`config.mk`:
```
export PLATFORM = sky130hd
export DESIGN_NAME = adc_channel_scaler_battery_monitor
export DESIGN_NICKNAME = d
export VERILOG_FILES = /design/src/acsbm_pkg.sv /design/src/acsbm_scaler.sv /design/src/adc_channel_scaler_battery_monitor.sv
export SDC_FILE = /design/constraint.sdc
export NUM_CORES = 1
export LEC_CHECK = 0
export BUFFER_PORTS_ARGS = -buffer_cell sky130_fd_sc_hd__buf_2
export CORE_MARGIN = 8
export CORE_UTILIZATION = 47
export CTS_CLUSTER_DIAMETER = 30
export CTS_CLUSTER_SIZE = 8
export DETAILED_ROUTE_END_ITERATION = 12
export GPL_ROUTABILITY_DRIVEN = 0
export SLEW_MARGIN = 5
export SYNTH_ARGS = -nofsm -noshare
export SYNTH_HDL_FRONTEND = slang
export SYNTH_SLANG_ARGS = --single-unit
```
`constraint.sdc`:
```
create_clock -name clk_i -period 11.25 [get_ports clk_i]
set_input_delay 3.375 -clock clk_i [delete_from_list [all_inputs] [get_ports clk_i]]
set_output_delay 3.375 -clock clk_i [all_outputs]
set_load 0.02 [all_outputs]
```
`src/acsbm_pkg.sv`:
```
package acsbm_pkg;

  localparam int ValueW  = 16;
  localparam int CutoffW = 15;
  localparam int MuxW    = 5;

  // Logical channel codes.
  localparam logic [3:0] ChBattCurrent = 4'd0;
  localparam logic [3:0] ChFiveVolts   = 4'd1;
  localparam logic [3:0] ChBattVolts   = 4'd2;
  localparam logic [3:0] ChDieTemp     = 4'd3;

  // Result status codes.
  localparam logic StatusOk          = 1'b0;
  localparam logic StatusUnsupported = 1'b1;

  // Analog mux inputs used by the channels.
  localparam logic [MuxW-1:0] MuxBattCurrent = 5'd13;
  localparam logic [MuxW-1:0] MuxFiveVolts   = 5'd23;
  localparam logic [MuxW-1:0] MuxBattVolts   = 5'd22;
  localparam logic [MuxW-1:0] MuxTempSensor  = 5'd24;
  localparam logic [MuxW-1:0] MuxNone        = 5'd0;

  // Scaling datapath widths: a 17-bit sample times a 27-bit coefficient.
  localparam int SampW = 17;
  localparam int CoefW = 27;
  localparam int ProdW = SampW + CoefW;
  localparam int QuotW = 21;

  // Battery current is 299400/36864 = 12475/1536; it is done as a multiply
  // by ceil(12475 * 2^23 / 1536) and a shift by 23, which is exact for every
  // sample that does not saturate.
  localparam logic [CoefW-1:0] CoefBattCurrent = 27'd68130134;
  localparam logic [CoefW-1:0] CoefFiveVolts   = 27'd5988;
  localparam logic [CoefW-1:0] CoefBattVolts   = 27'd17964;
  localparam logic [CoefW-1:0] CoefDieTemp     = 27'd2246;

  // Largest battery-current sample whose scaled value stays below 32768.
  localparam logic [SampW-1:0] BattCurrentMaxSample = 17'd4034;
  localparam logic [SampW-1:0] RawMax               = 17'd32767;
  localparam logic [QuotW-1:0] PosMax               = 21'd32767;
  // Die temperature is 1475 - q; below -32768 once q exceeds 1475 + 32768.
  localparam logic [QuotW-1:0] TempQuotMax          = 21'd34243;
  localparam int              TempOffset            = 1475;

  localparam logic signed [ValueW-1:0] ValueMax  = 16'sh7fff;
  localparam logic signed [ValueW-1:0] ValueMin  = 16'sh8000;
  localparam logic signed [ValueW-1:0] ValueZero = 16'sh0000;

  typedef struct packed {
    logic                      status;
    logic signed [ValueW-1:0]  value;
    logic [MuxW-1:0]           mux;
    logic                      batt_update;
    logic                      at_or_below;
  } acsbm_result_t;

endpackage

```
`src/acsbm_scaler.sv`:
```
module acsbm_scaler #(
  parameter int SAMPLE_BITS = 12
) (
  input  logic [3:0]                   channel_i,
  input  logic [SAMPLE_BITS-1:0]       sample_i,
  input  logic                         raw_mode_i,
  input  logic [acsbm_pkg::CutoffW-1:0] cutoff_i,
  output acsbm_pkg::acsbm_result_t     res_o
);

  logic [acsbm_pkg::SampW-1:0] samp;
  logic [acsbm_pkg::CoefW-1:0] coef;
  logic [acsbm_pkg::ProdW-1:0] prod;
  logic [acsbm_pkg::QuotW-1:0] quot_hi;
  logic [acsbm_pkg::QuotW-1:0] quot_lo;
  logic [acsbm_pkg::QuotW:0]   temp_diff;
  logic signed [acsbm_pkg::ValueW-1:0] scaled;
  logic signed [acsbm_pkg::ValueW-1:0] raw_val;

  assign samp = acsbm_pkg::SampW'(sample_i);

  always_comb begin
    case (channel_i)
      acsbm_pkg::ChBattCurrent: coef = acsbm_pkg::CoefBattCurrent;
      acsbm_pkg::ChFiveVolts:   coef = acsbm_pkg::CoefFiveVolts;
      acsbm_pkg::ChBattVolts:   coef = acsbm_pkg::CoefBattVolts;
      default:                  coef = acsbm_pkg::CoefDieTemp;
    endcase
  end

  assign prod    = acsbm_pkg::ProdW'(samp) * acsbm_pkg::ProdW'(coef);
  assign quot_hi = prod[23 +: acsbm_pkg::QuotW];
  assign quot_lo = prod[12 +: acsbm_pkg::QuotW];
  // The sensor slope is negative, so the truncated quotient is subtracted.
  assign temp_diff = (acsbm_pkg::QuotW + 1)'(acsbm_pkg::TempOffset) - {1'b0, quot_lo};

  always_comb begin
    case (channel_i)
      acsbm_pkg::ChBattCurrent: begin
        if (samp > acsbm_pkg::BattCurrentMaxSample) begin
          scaled = acsbm_pkg::ValueMax;
        end else begin
          scaled = acsbm_pkg::ValueW'(quot_hi);
        end
      end
      acsbm_pkg::ChDieTemp: begin
        if (quot_lo > acsbm_pkg::TempQuotMax) begin
          scaled = acsbm_pkg::ValueMin;
        end else begin
          scaled = temp_diff[acsbm_pkg::ValueW-1:0];
        end
      end
      default: begin
        if (quot_lo > acsbm_pkg::PosMax) begin
          scaled = acsbm_pkg::ValueMax;
        end else begin
          scaled = acsbm_pkg::ValueW'(quot_lo);
        end
      end
    endcase
  end

  assign raw_val = (samp > acsbm_pkg::RawMax) ? acsbm_pkg::ValueMax
                                              : samp[acsbm_pkg::ValueW-1:0];

  always_comb begin
    res_o.status      = acsbm_pkg::StatusOk;
    res_o.value       = raw_mode_i ? raw_val : scaled;
    res_o.batt_update = 1'b0;
    // Battery volts are never negative, so an unsigned compare is safe.
    res_o.at_or_below = {1'b0, cutoff_i} >= scaled[acsbm_pkg::ValueW-1:0];
    case (channel_i)
      acsbm_pkg::ChBattCurrent: res_o.mux = acsbm_pkg::MuxBattCurrent;
      acsbm_pkg::ChFiveVolts:   res_o.mux = acsbm_pkg::MuxFiveVolts;
      acsbm_pkg::ChBattVolts: begin
        res_o.mux         = acsbm_pkg::MuxBattVolts;
        res_o.batt_update = !raw_mode_i;
      end
      acsbm_pkg::ChDieTemp:     res_o.mux = acsbm_pkg::MuxTempSensor;
      default: begin
        res_o.status = acsbm_pkg::StatusUnsupported;
        res_o.value  = acsbm_pkg::ValueZero;
        res_o.mux    = acsbm_pkg::MuxNone;
      end
    endcase
  end

endmodule

```
`src/adc_channel_scaler_battery_monitor.sv`:
```
// Scales one converter sample per item for a logical channel (battery current,
// 5 V rail, battery volts, die temperature) and returns the mux input, status
// and the raw or saturated scaled value. The block takes one item every cycle
// while the output is not stalled. An accepted item loads the input register,
// which feeds the single constant-coefficient multiply and the saturation
// logic; these load the output register when it is free. A stalled result
// holds the output register, and one more item can wait in the input register
// behind it. Scaled battery-volt items are compared with the cutoff register
// to keep the low-battery flag and to mark the low and restored events on the
// result. The cutoff resets to zero and is written through the configuration
// channel, which is always ready; write it only while no item is in flight.
module adc_channel_scaler_battery_monitor #(
  parameter int SAMPLE_BITS = 12
) (
  input  logic                          clk_i,
  input  logic                          rst_ni,
  input  logic                          cfg_valid_i,
  output logic                          cfg_ready_o,
  input  logic [acsbm_pkg::CutoffW-1:0] cfg_low_battery_cutoff_mv_i,
  input  logic                          in_valid_i,
  output logic                          in_ready_o,
  input  logic [3:0]                    channel_i,
  input  logic [SAMPLE_BITS-1:0]        raw_sample_i,
  input  logic                          raw_mode_i,
  output logic                          out_valid_o,
  input  logic                          out_ready_i,
  output logic                          status_o,
  output logic signed [acsbm_pkg::ValueW-1:0] value_o,
  output logic [acsbm_pkg::MuxW-1:0]    analog_input_select_o,
  output logic                          battery_low_event_o,
  output logic                          battery_restored_event_o,
  output logic                          battery_low_flag_o
);

  logic [acsbm_pkg::CutoffW-1:0] cutoff_q;
  logic                          in_valid_q, in_valid_d;
  logic [3:0]                    channel_q;
  logic [SAMPLE_BITS-1:0]        sample_q;
  logic                          raw_mode_q;
  logic                          out_valid_q, out_valid_d;
  logic                          batt_low_q, batt_low_d;
  logic                          ev_low_d, ev_rest_d;
  logic                          out_free, advance, accept;
  acsbm_pkg::acsbm_result_t      res;

  assign cfg_ready_o = 1'b1;
  assign out_free    = !out_valid_q || out_ready_i;
  assign advance     = in_valid_q && out_free;
  assign in_ready_o  = !in_valid_q || out_free;
  assign accept      = in_valid_i && in_ready_o;

  acsbm_scaler #(
    .SAMPLE_BITS(SAMPLE_BITS)
  ) u_scaler (
    .channel_i  (channel_q),
    .sample_i   (sample_q),
    .raw_mode_i (raw_mode_q),
    .cutoff_i   (cutoff_q),
    .res_o      (res)
  );

  always_comb begin
    batt_low_d = batt_low_q;
    ev_low_d   = 1'b0;
    ev_rest_d  = 1'b0;
    if (res.batt_update) begin
      if (batt_low_q && !res.at_or_below) begin
        batt_low_d = 1'b0;
        ev_rest_d  = 1'b1;
      end else if (!batt_low_q && res.at_or_below) begin
        batt_low_d = 1'b1;
        ev_low_d   = 1'b1;
      end
    end
  end

  always_comb begin
    in_valid_d = in_valid_q;
    if (accept) begin
      in_valid_d = 1'b1;
    end else if (out_free) begin
      in_valid_d = 1'b0;
    end
    out_valid_d = out_valid_q;
    if (advance) begin
      out_valid_d = 1'b1;
    end else if (out_ready_i) begin
      out_valid_d = 1'b0;
    end
  end

  always_ff @(posedge clk_i or negedge rst_ni) begin
    if (!rst_ni) begin
      cutoff_q    <= '0;
      in_valid_q  <= 1'b0;
      out_valid_q <= 1'b0;
      batt_low_q  <= 1'b0;
    end else begin
      if (cfg_valid_i) begin
        cutoff_q <= cfg_low_battery_cutoff_mv_i;
      end
      in_valid_q  <= in_valid_d;
      out_valid_q <= out_valid_d;
      if (advance) begin
        batt_low_q <= batt_low_d;
      end
    end
  end

  always_ff @(posedge clk_i) begin
    if (accept) begin
      channel_q  <= channel_i;
      sample_q   <= raw_sample_i;
      raw_mode_q <= raw_mode_i;
    end
    if (advance) begin
      status_o                 <= res.status;
      value_o                  <= res.value;
      analog_input_select_o    <= res.mux;
      battery_low_event_o      <= ev_low_d;
      battery_restored_event_o <= ev_rest_d;
      battery_low_flag_o       <= batt_low_d;
    end
  end

  assign out_valid_o = out_valid_q;

endmodule

```
# After elaboration in Yosys (flattened, before gate mapping)
# Index checks and enable logic that the tools add are counted.
[classes]
muxes = 19
addsub = 1
n_mul = 1
n_reduce_logical = 16
bitwise = 1
eq_ne = 3
order_cmp = 5
[ops]
columns = ["operator", "n"]
rows = [
  ["$pmux 27 s3", 1],
  ["$mux 16", 4],
  ["$mul 12x27->39", 1],
  ["$pmux 16 s2", 1],
  ["$gt 21x15->1 const B", 1],
  ["$gt 21x16->1 const B", 1],
  ["$pmux 5 s4", 1],
  ["$mux 17", 1],
  ["$ge 15x16->1", 1],
  ["$sub 11x16->16 const A", 1],
  ["$gt 12x15->1 const B", 1],
  ["$mux 15", 1],
  ["$gt 12x12->1 const B", 1],
  ["$mux 1", 10],
  ["$eq 4x2->1 const B", 2],
  ["$logic_not 1->1", 5],
  ["$eq 4x1->1 const B", 1],
  ["$logic_and 1x1->1", 4],
  ["$logic_not 4->1", 1],
  ["$reduce_bool 2->1", 2],
  ["$reduce_or 4->1", 1],
  ["$logic_or 1x1->1", 2],
  ["$reduce_or 2->1", 1],
  ["$not 1->1", 1],
]
[totals]
wordCells = 59
out_inout_bits = 28
regBits = 60
in_bits = 37

# Depth between registers and ports, before layout
[logic_depth]
ltp_word = 11
mapped_depth = 44
mapped_depth_nobuf = 41

# Cells and area by module
# A second synthesis with hierarchy kept.
[unflattened]
hier_cells = 1205
area_unflattened_um2 = 10946.7
[modules_own_cells]
columns = ["module", "cells_each", "n_inst", "area_each_um2", "seq_area_each_um2"]
rows = [
  ["acsbm_scaler", 1113, 1, 8898.5, 0.0],
  ["adc_channel_scaler_battery_monitor", 92, 1, 2048.2, 1711.6],
]

# Worst setup path after synthesis
# No wires, ideal clock.
[synth_timing]
kind = "register -> register"
from = "reg channel_q[3]"
to = "reg battery_low_flag_o, data pin"
arrival_time_ps = 9546
stages_incl_launch_ff = 44
path_buffers = 3
period_less_slack_ps = 9812
setup_ps = 266
required_time_ps = 10984
slack_ps = 1438
cell_sequence = "edfxtp_1 -> nor2_1 -> clkinv_1 -> nor3_1 -> nor2_1 -> inv_1 -> clkbuf_1 -> nor2_1 -> fa_1 -> inv_1 -> fa_1 -> inv_1 -> fa_1 -> fa_1 -> inv_1 -> fa_1 -> inv_1 -> ha_1 -> (+8 left out) -> or3_1 -> a21oi_1 -> o2111ai_1 -> a211oi_2 -> buf_4 -> a21o_1 -> ha_1 -> nand2b_1 -> a21o_1 -> a21o_1 -> a21o_1 -> a21o_1 -> a21oi_1 -> o21ai_0 -> a21oi_1 -> o21ai_0 -> a31oi_1 -> a21oi_1"
[synth_via]
elab_chain_len = 11
elab_cells_between_ends = 21
cone_classes = "1 x add/sub; 1 x mul; 3 x order compare; 3 x eq/ne; 9 x mux; 4 x reduce/logical"
[synth_lines]
columns = ["element", "line_no", "source"]
rows = [
  ["from (decl)", "adc_channel_scaler_battery_monitor.sv:37", "logic [3:0] channel_q;"],
  ["from (signal assigned)", "adc_channel_scaler_battery_monitor.sv:112", "channel_q <= channel_i;"],
  ["$eq 4x2->1 (tied with other cells)", "acsbm_scaler.sv:23, acsbm_scaler.sv:72", ""],
  ["$pmux 27 s3", "acsbm_scaler.sv:23", "case (channel_i)"],
  ["$mul 12x27->39", "acsbm_scaler.sv:31", "assign prod = acsbm_pkg::ProdW'(samp) * acsbm_pkg::ProdW'(coef);"],
  ["$gt 21x15->1 (tied with other cells)", "acsbm_scaler.sv:54", "if (quot_lo > acsbm_pkg::PosMax) begin"],
  ["$mux 16, on equally long branches", "acsbm_scaler.sv:54, acsbm_scaler.sv:47", ""],
  ["$pmux 16 s2", "acsbm_scaler.sv:38", "case (channel_i)"],
  ["$ge 15x16->1", "acsbm_scaler.sv:71", "res_o.at_or_below = {1'b0, cutoff_i} >= scaled[acsbm_pkg::ValueW-1:0];"],
  ["$logic_and 1x1->1 / $logic_not 1->1 (equally long branches)", "adc_channel_scaler_battery_monitor.sv:70, adc_channel_scaler_battery_monitor.sv:67", ""],
  ["$mux 1 / $logic_and 1x1->1 (equally long branches)", "adc_channel_scaler_battery_monitor.sv:70, adc_channel_scaler_battery_monitor.sv:67", ""],
  ["$mux 1", "adc_channel_scaler_battery_monitor.sv:67", "if (batt_low_q && !res.at_or_below) begin"],
  ["$mux 1 (*)", "adc_channel_scaler_battery_monitor.sv:66", "if (res.batt_update) begin"],
  ["named net batt_low_d", "adc_channel_scaler_battery_monitor.sv:41", "logic batt_low_q, batt_low_d;"],
  ["to (signal assigned)", "adc_channel_scaler_battery_monitor.sv:122", "battery_low_flag_o <= batt_low_d;"],
  ["to (decl)", "adc_channel_scaler_battery_monitor.sv:32", "output logic battery_low_flag_o"],
]
# Mark *: on every way through the listed nets, which the timed path passes. The rest lies on a longest branch.
# A chain may end at the register's enable or synchronous reset.

# Worst setup path after layout
# Same ends and word-level chain as after synthesis.

==> metrics <==
Slew HR=41.2%; WP buf/inv=7; RSZ-0062 raised after global routing=no; synthesized net count=1460; Filler cells=2123; Synth Cell Area=10700 um^2; ratio of cells with drive above 1 in the final layout=11.1%; RR Endpoint=battery_low_flag_o$_DFFE_PP_; max-slew violations=0; CTS max path bufs=2; Max-Cap Viols=0; run status=finished clean; Post-Route Skew=around 0.0055 ns; Max Fclk=94.7 MHz; post-route setup slack=around 0.69 ns; Pleak=5.94 nW; Avg Cell Area, Syn=9.15 um^2; EDFF count, synth=42; Initial Utilization=a little under half; CP Launch Type=flip-flop; Antenna diodes=0; root buffer cell=clkbuf_16; Slew @ Worst Pin=just under 0.9 ns; Worst-path clk slew=0.06 ns; Yosys cell types=85; CTS buffer count=9; Die Height=~170 um; dpl ws=0.378 ns; TritonCTS clock tree=built; fin crit period=10.56 ns; hold_buf cts=0; number of port buffers=63; worst r2r src=channel_q[3]$_DFFE_PP_; Ports=65; Crit. End Element=flip-flop; wire per inst=~22 um; Yosys reg bits=60; largest net degree at the start of global routing=28; gr usage total=24.0%; Worst Min Path Start=in_valid_q$_DFFE_PN0P_; Seq/Total Area, Yosys=between 15 and 20%; core area=around 22000 um^2; fin cells=between 1000 and 1500; Initial DRC Count=around 830; final setup vio count=0; R2R Setup Slk=roughly 0.7 ns; vias in the first global route=~9100; DRT Pass-1 Iters=6; first-pass GRT wire length=52100 um; Hold Path Sink=out_valid_o$_DFFE_PN0P_; Max IR drop VDD=0.000226 V; slowest cell on the critical path=a2111oi_0; worst skew pair latency=~0.34 ns; Synth Instances=1166; Num Clock Sinks=60; Pwr Density=254 nW/um^2; Post-Route WL=32300 um; initial antenna violation count=0; Final Hold Vio Count=0; CP Max Fanout=23; crit-path most repeated cell=a21o_1; final layout net count=about 1500; hold_ws=0.472 ns; asr flop ratio synth=30.0%; setup TNS=0 ns; DP HPWL=around 27000 um; Primary FF master, synth=edfxtp_1; data required time of the worst path=11.32 ns; Vias=8635; critical path type=flip-flop to flip-flop; R2R depth=38; YS warnings=0; CP arrival=10.63 ns; detail-routed via count per cell=5.77; Worst path depth=38; Area growth, synth to finish=8.10%; Post-DRT Antenna Nets=0; Die Span X=roughly 170 um; # rows=55; H-tree depth=3; dpl cells=1479; # DRC=0; worst hold path class=flip-flop to flip-flop; CP max stage delay=0.62 ns; Crit path max-delay family=compound AO/OA/AOI/OAI gates; grt ovf=0; ratio of final minimum period to clock period=a little over nine tenths; hold path cells=1; Die Footprint=between 20000 and 30000 um^2
[registers in the layout (all words and copies together) (netlist names), 4 cells and up]
register	count
value_o	16
cutoff_q	15
sample_q	12
analog_input_select_o	5
channel_q	4
[layer usage]
metal	global-route usage, %	wire length [um]	up-vias
met3	3.36	2380	55
met1	32.6	14000	4267
li1	-	-	3953
met4	7.40	957	0
met5	0	0	-
met2	39.2	15000	360
[Yosys cell counts (26+ instances only)]
library cell	count	area [um^2]
a21o_1	26	195
a21oi_1	64	320
and2_1	38	238
clkbuf_1	32	120
edfxtp_1	42	1260
fa_1	148	2960
ha_1	109	1360
inv_1	246	923
nand2_1	83	312
nor2_1	58	218
o21ai_0	38	190
[how the worst max path moves through the flow]
stage / from / endpoint
6_report: channel_q[3]$_DFFE_PP_ / battery_low_flag_o$_DFFE_PP_
2_1_floorplan: channel_q[3]$_DFFE_PP_ / battery_low_flag_o$_DFFE_PP_
3_5_place_dp: channel_q[0]$_DFFE_PP_ / battery_low_flag_o$_DFFE_PP_
3_3_place_gp: channel_q[0]$_DFFE_PP_ / battery_low_flag_o$_DFFE_PP_
4_1_cts: channel_q[0]$_DFFE_PP_ / battery_low_flag_o$_DFFE_PP_
5_1_grt: channel_q[3]$_DFFE_PP_ / battery_low_flag_o$_DFFE_PP_
[layout by cell type, fill, tap and decap left out, drive strengths merged, types with 4 or more instances in the layout]
| cell type | count |
|---|---|
| clkinv | 4 |
| nand4 | 12 |
| and2 | 38 |
| o211ai | 4 |
| mux2i | 6 |
| nor4 | 9 |
| a21oi | 65 |
| or2 | 11 |
| nor3 | 12 |
| o221ai | 4 |
| o21a | 10 |
| fa | 148 |
| buf | 73 |
| a211oi | 11 |
| a31oi | 8 |
| nand3 | 14 |
| nand2b | 8 |
| dfrtp | 18 |
| xor2 | 6 |
| nor2 | 58 |
| and3 | 19 |
| o31ai | 4 |
| edfxtp | 42 |
| and4 | 4 |
| or3 | 6 |
| a31o | 4 |
| mux2 | 15 |
| inv | 246 |
| o2111ai | 6 |
| nand2 | 83 |
| o21ai | 39 |
| xnor2 | 19 |
| ha | 109 |
| clkbuf | 13 |
| a21o | 26 |
[logic make-up (layout without fill, tap and decap cells)]
kind of cell    count (synthesis)  in the layout  synth area share (%)
compound gates                228            228                  15.1
other cells                     1              1                0.0351
simple gates                  283            283                  13.4
fa+ha+maj                     257            257                  40.5
mux                            21             21                  2.15
xor+xnor                       25             25                  2.19
flops                          60             60                  16.0
buf+inv                       291            337                  10.5
[repair_timing]
| action | CTS | global route |
|---|---|---|
| gates resized for setup | 0 | 3 |
| setup buffers | 0 | 2 |
| setup endpoints to repair | 0 | 4 |
| endpoints found under the hold margin | 0 | 0 |
[layout make-up]
type | instances | area (um^2) | area share [%]
timing repair buffer | 73 | 390 | 3.38
inverter | 248 | 935 | 8.10
multi-input combinational | 815 | 7840 | 68.0
clock buffer | 13 | 282 | 2.44
sequential | 60 | 1710 | 14.8
tap | 285 | 357 | 3.09
clock inverter | 3 | 18.8 | 0.163
[power breakdown]
| part | leakage [nW] | internal [mW] | total [mW] | switching, mW |
|---|---|---|---|---|
| Clock | 0.151 | 0.174 | 0.279 | 0.105 |
| Sequential | 0.621 | 0.264 | 0.284 | 0.0198 |
| Combinational | 5.17 | 0.878 | 2.37 | 1.49 |
| Total | 5.94 | 1.32 | 2.94 | 1.62 |
[metrics by stage]
step                util (%)  power (mW)  cell area [um^2]
floorplan                  -        2.06             10700
finish                  51.4        2.94             11500
global route            51.4        3.24             11500
global placement        50.0        2.61             11200
detailed placement      50.0        2.60             11200
CTS                     51.3        2.90             11500
No activity file was read; power rests on OpenSTA's default activity.
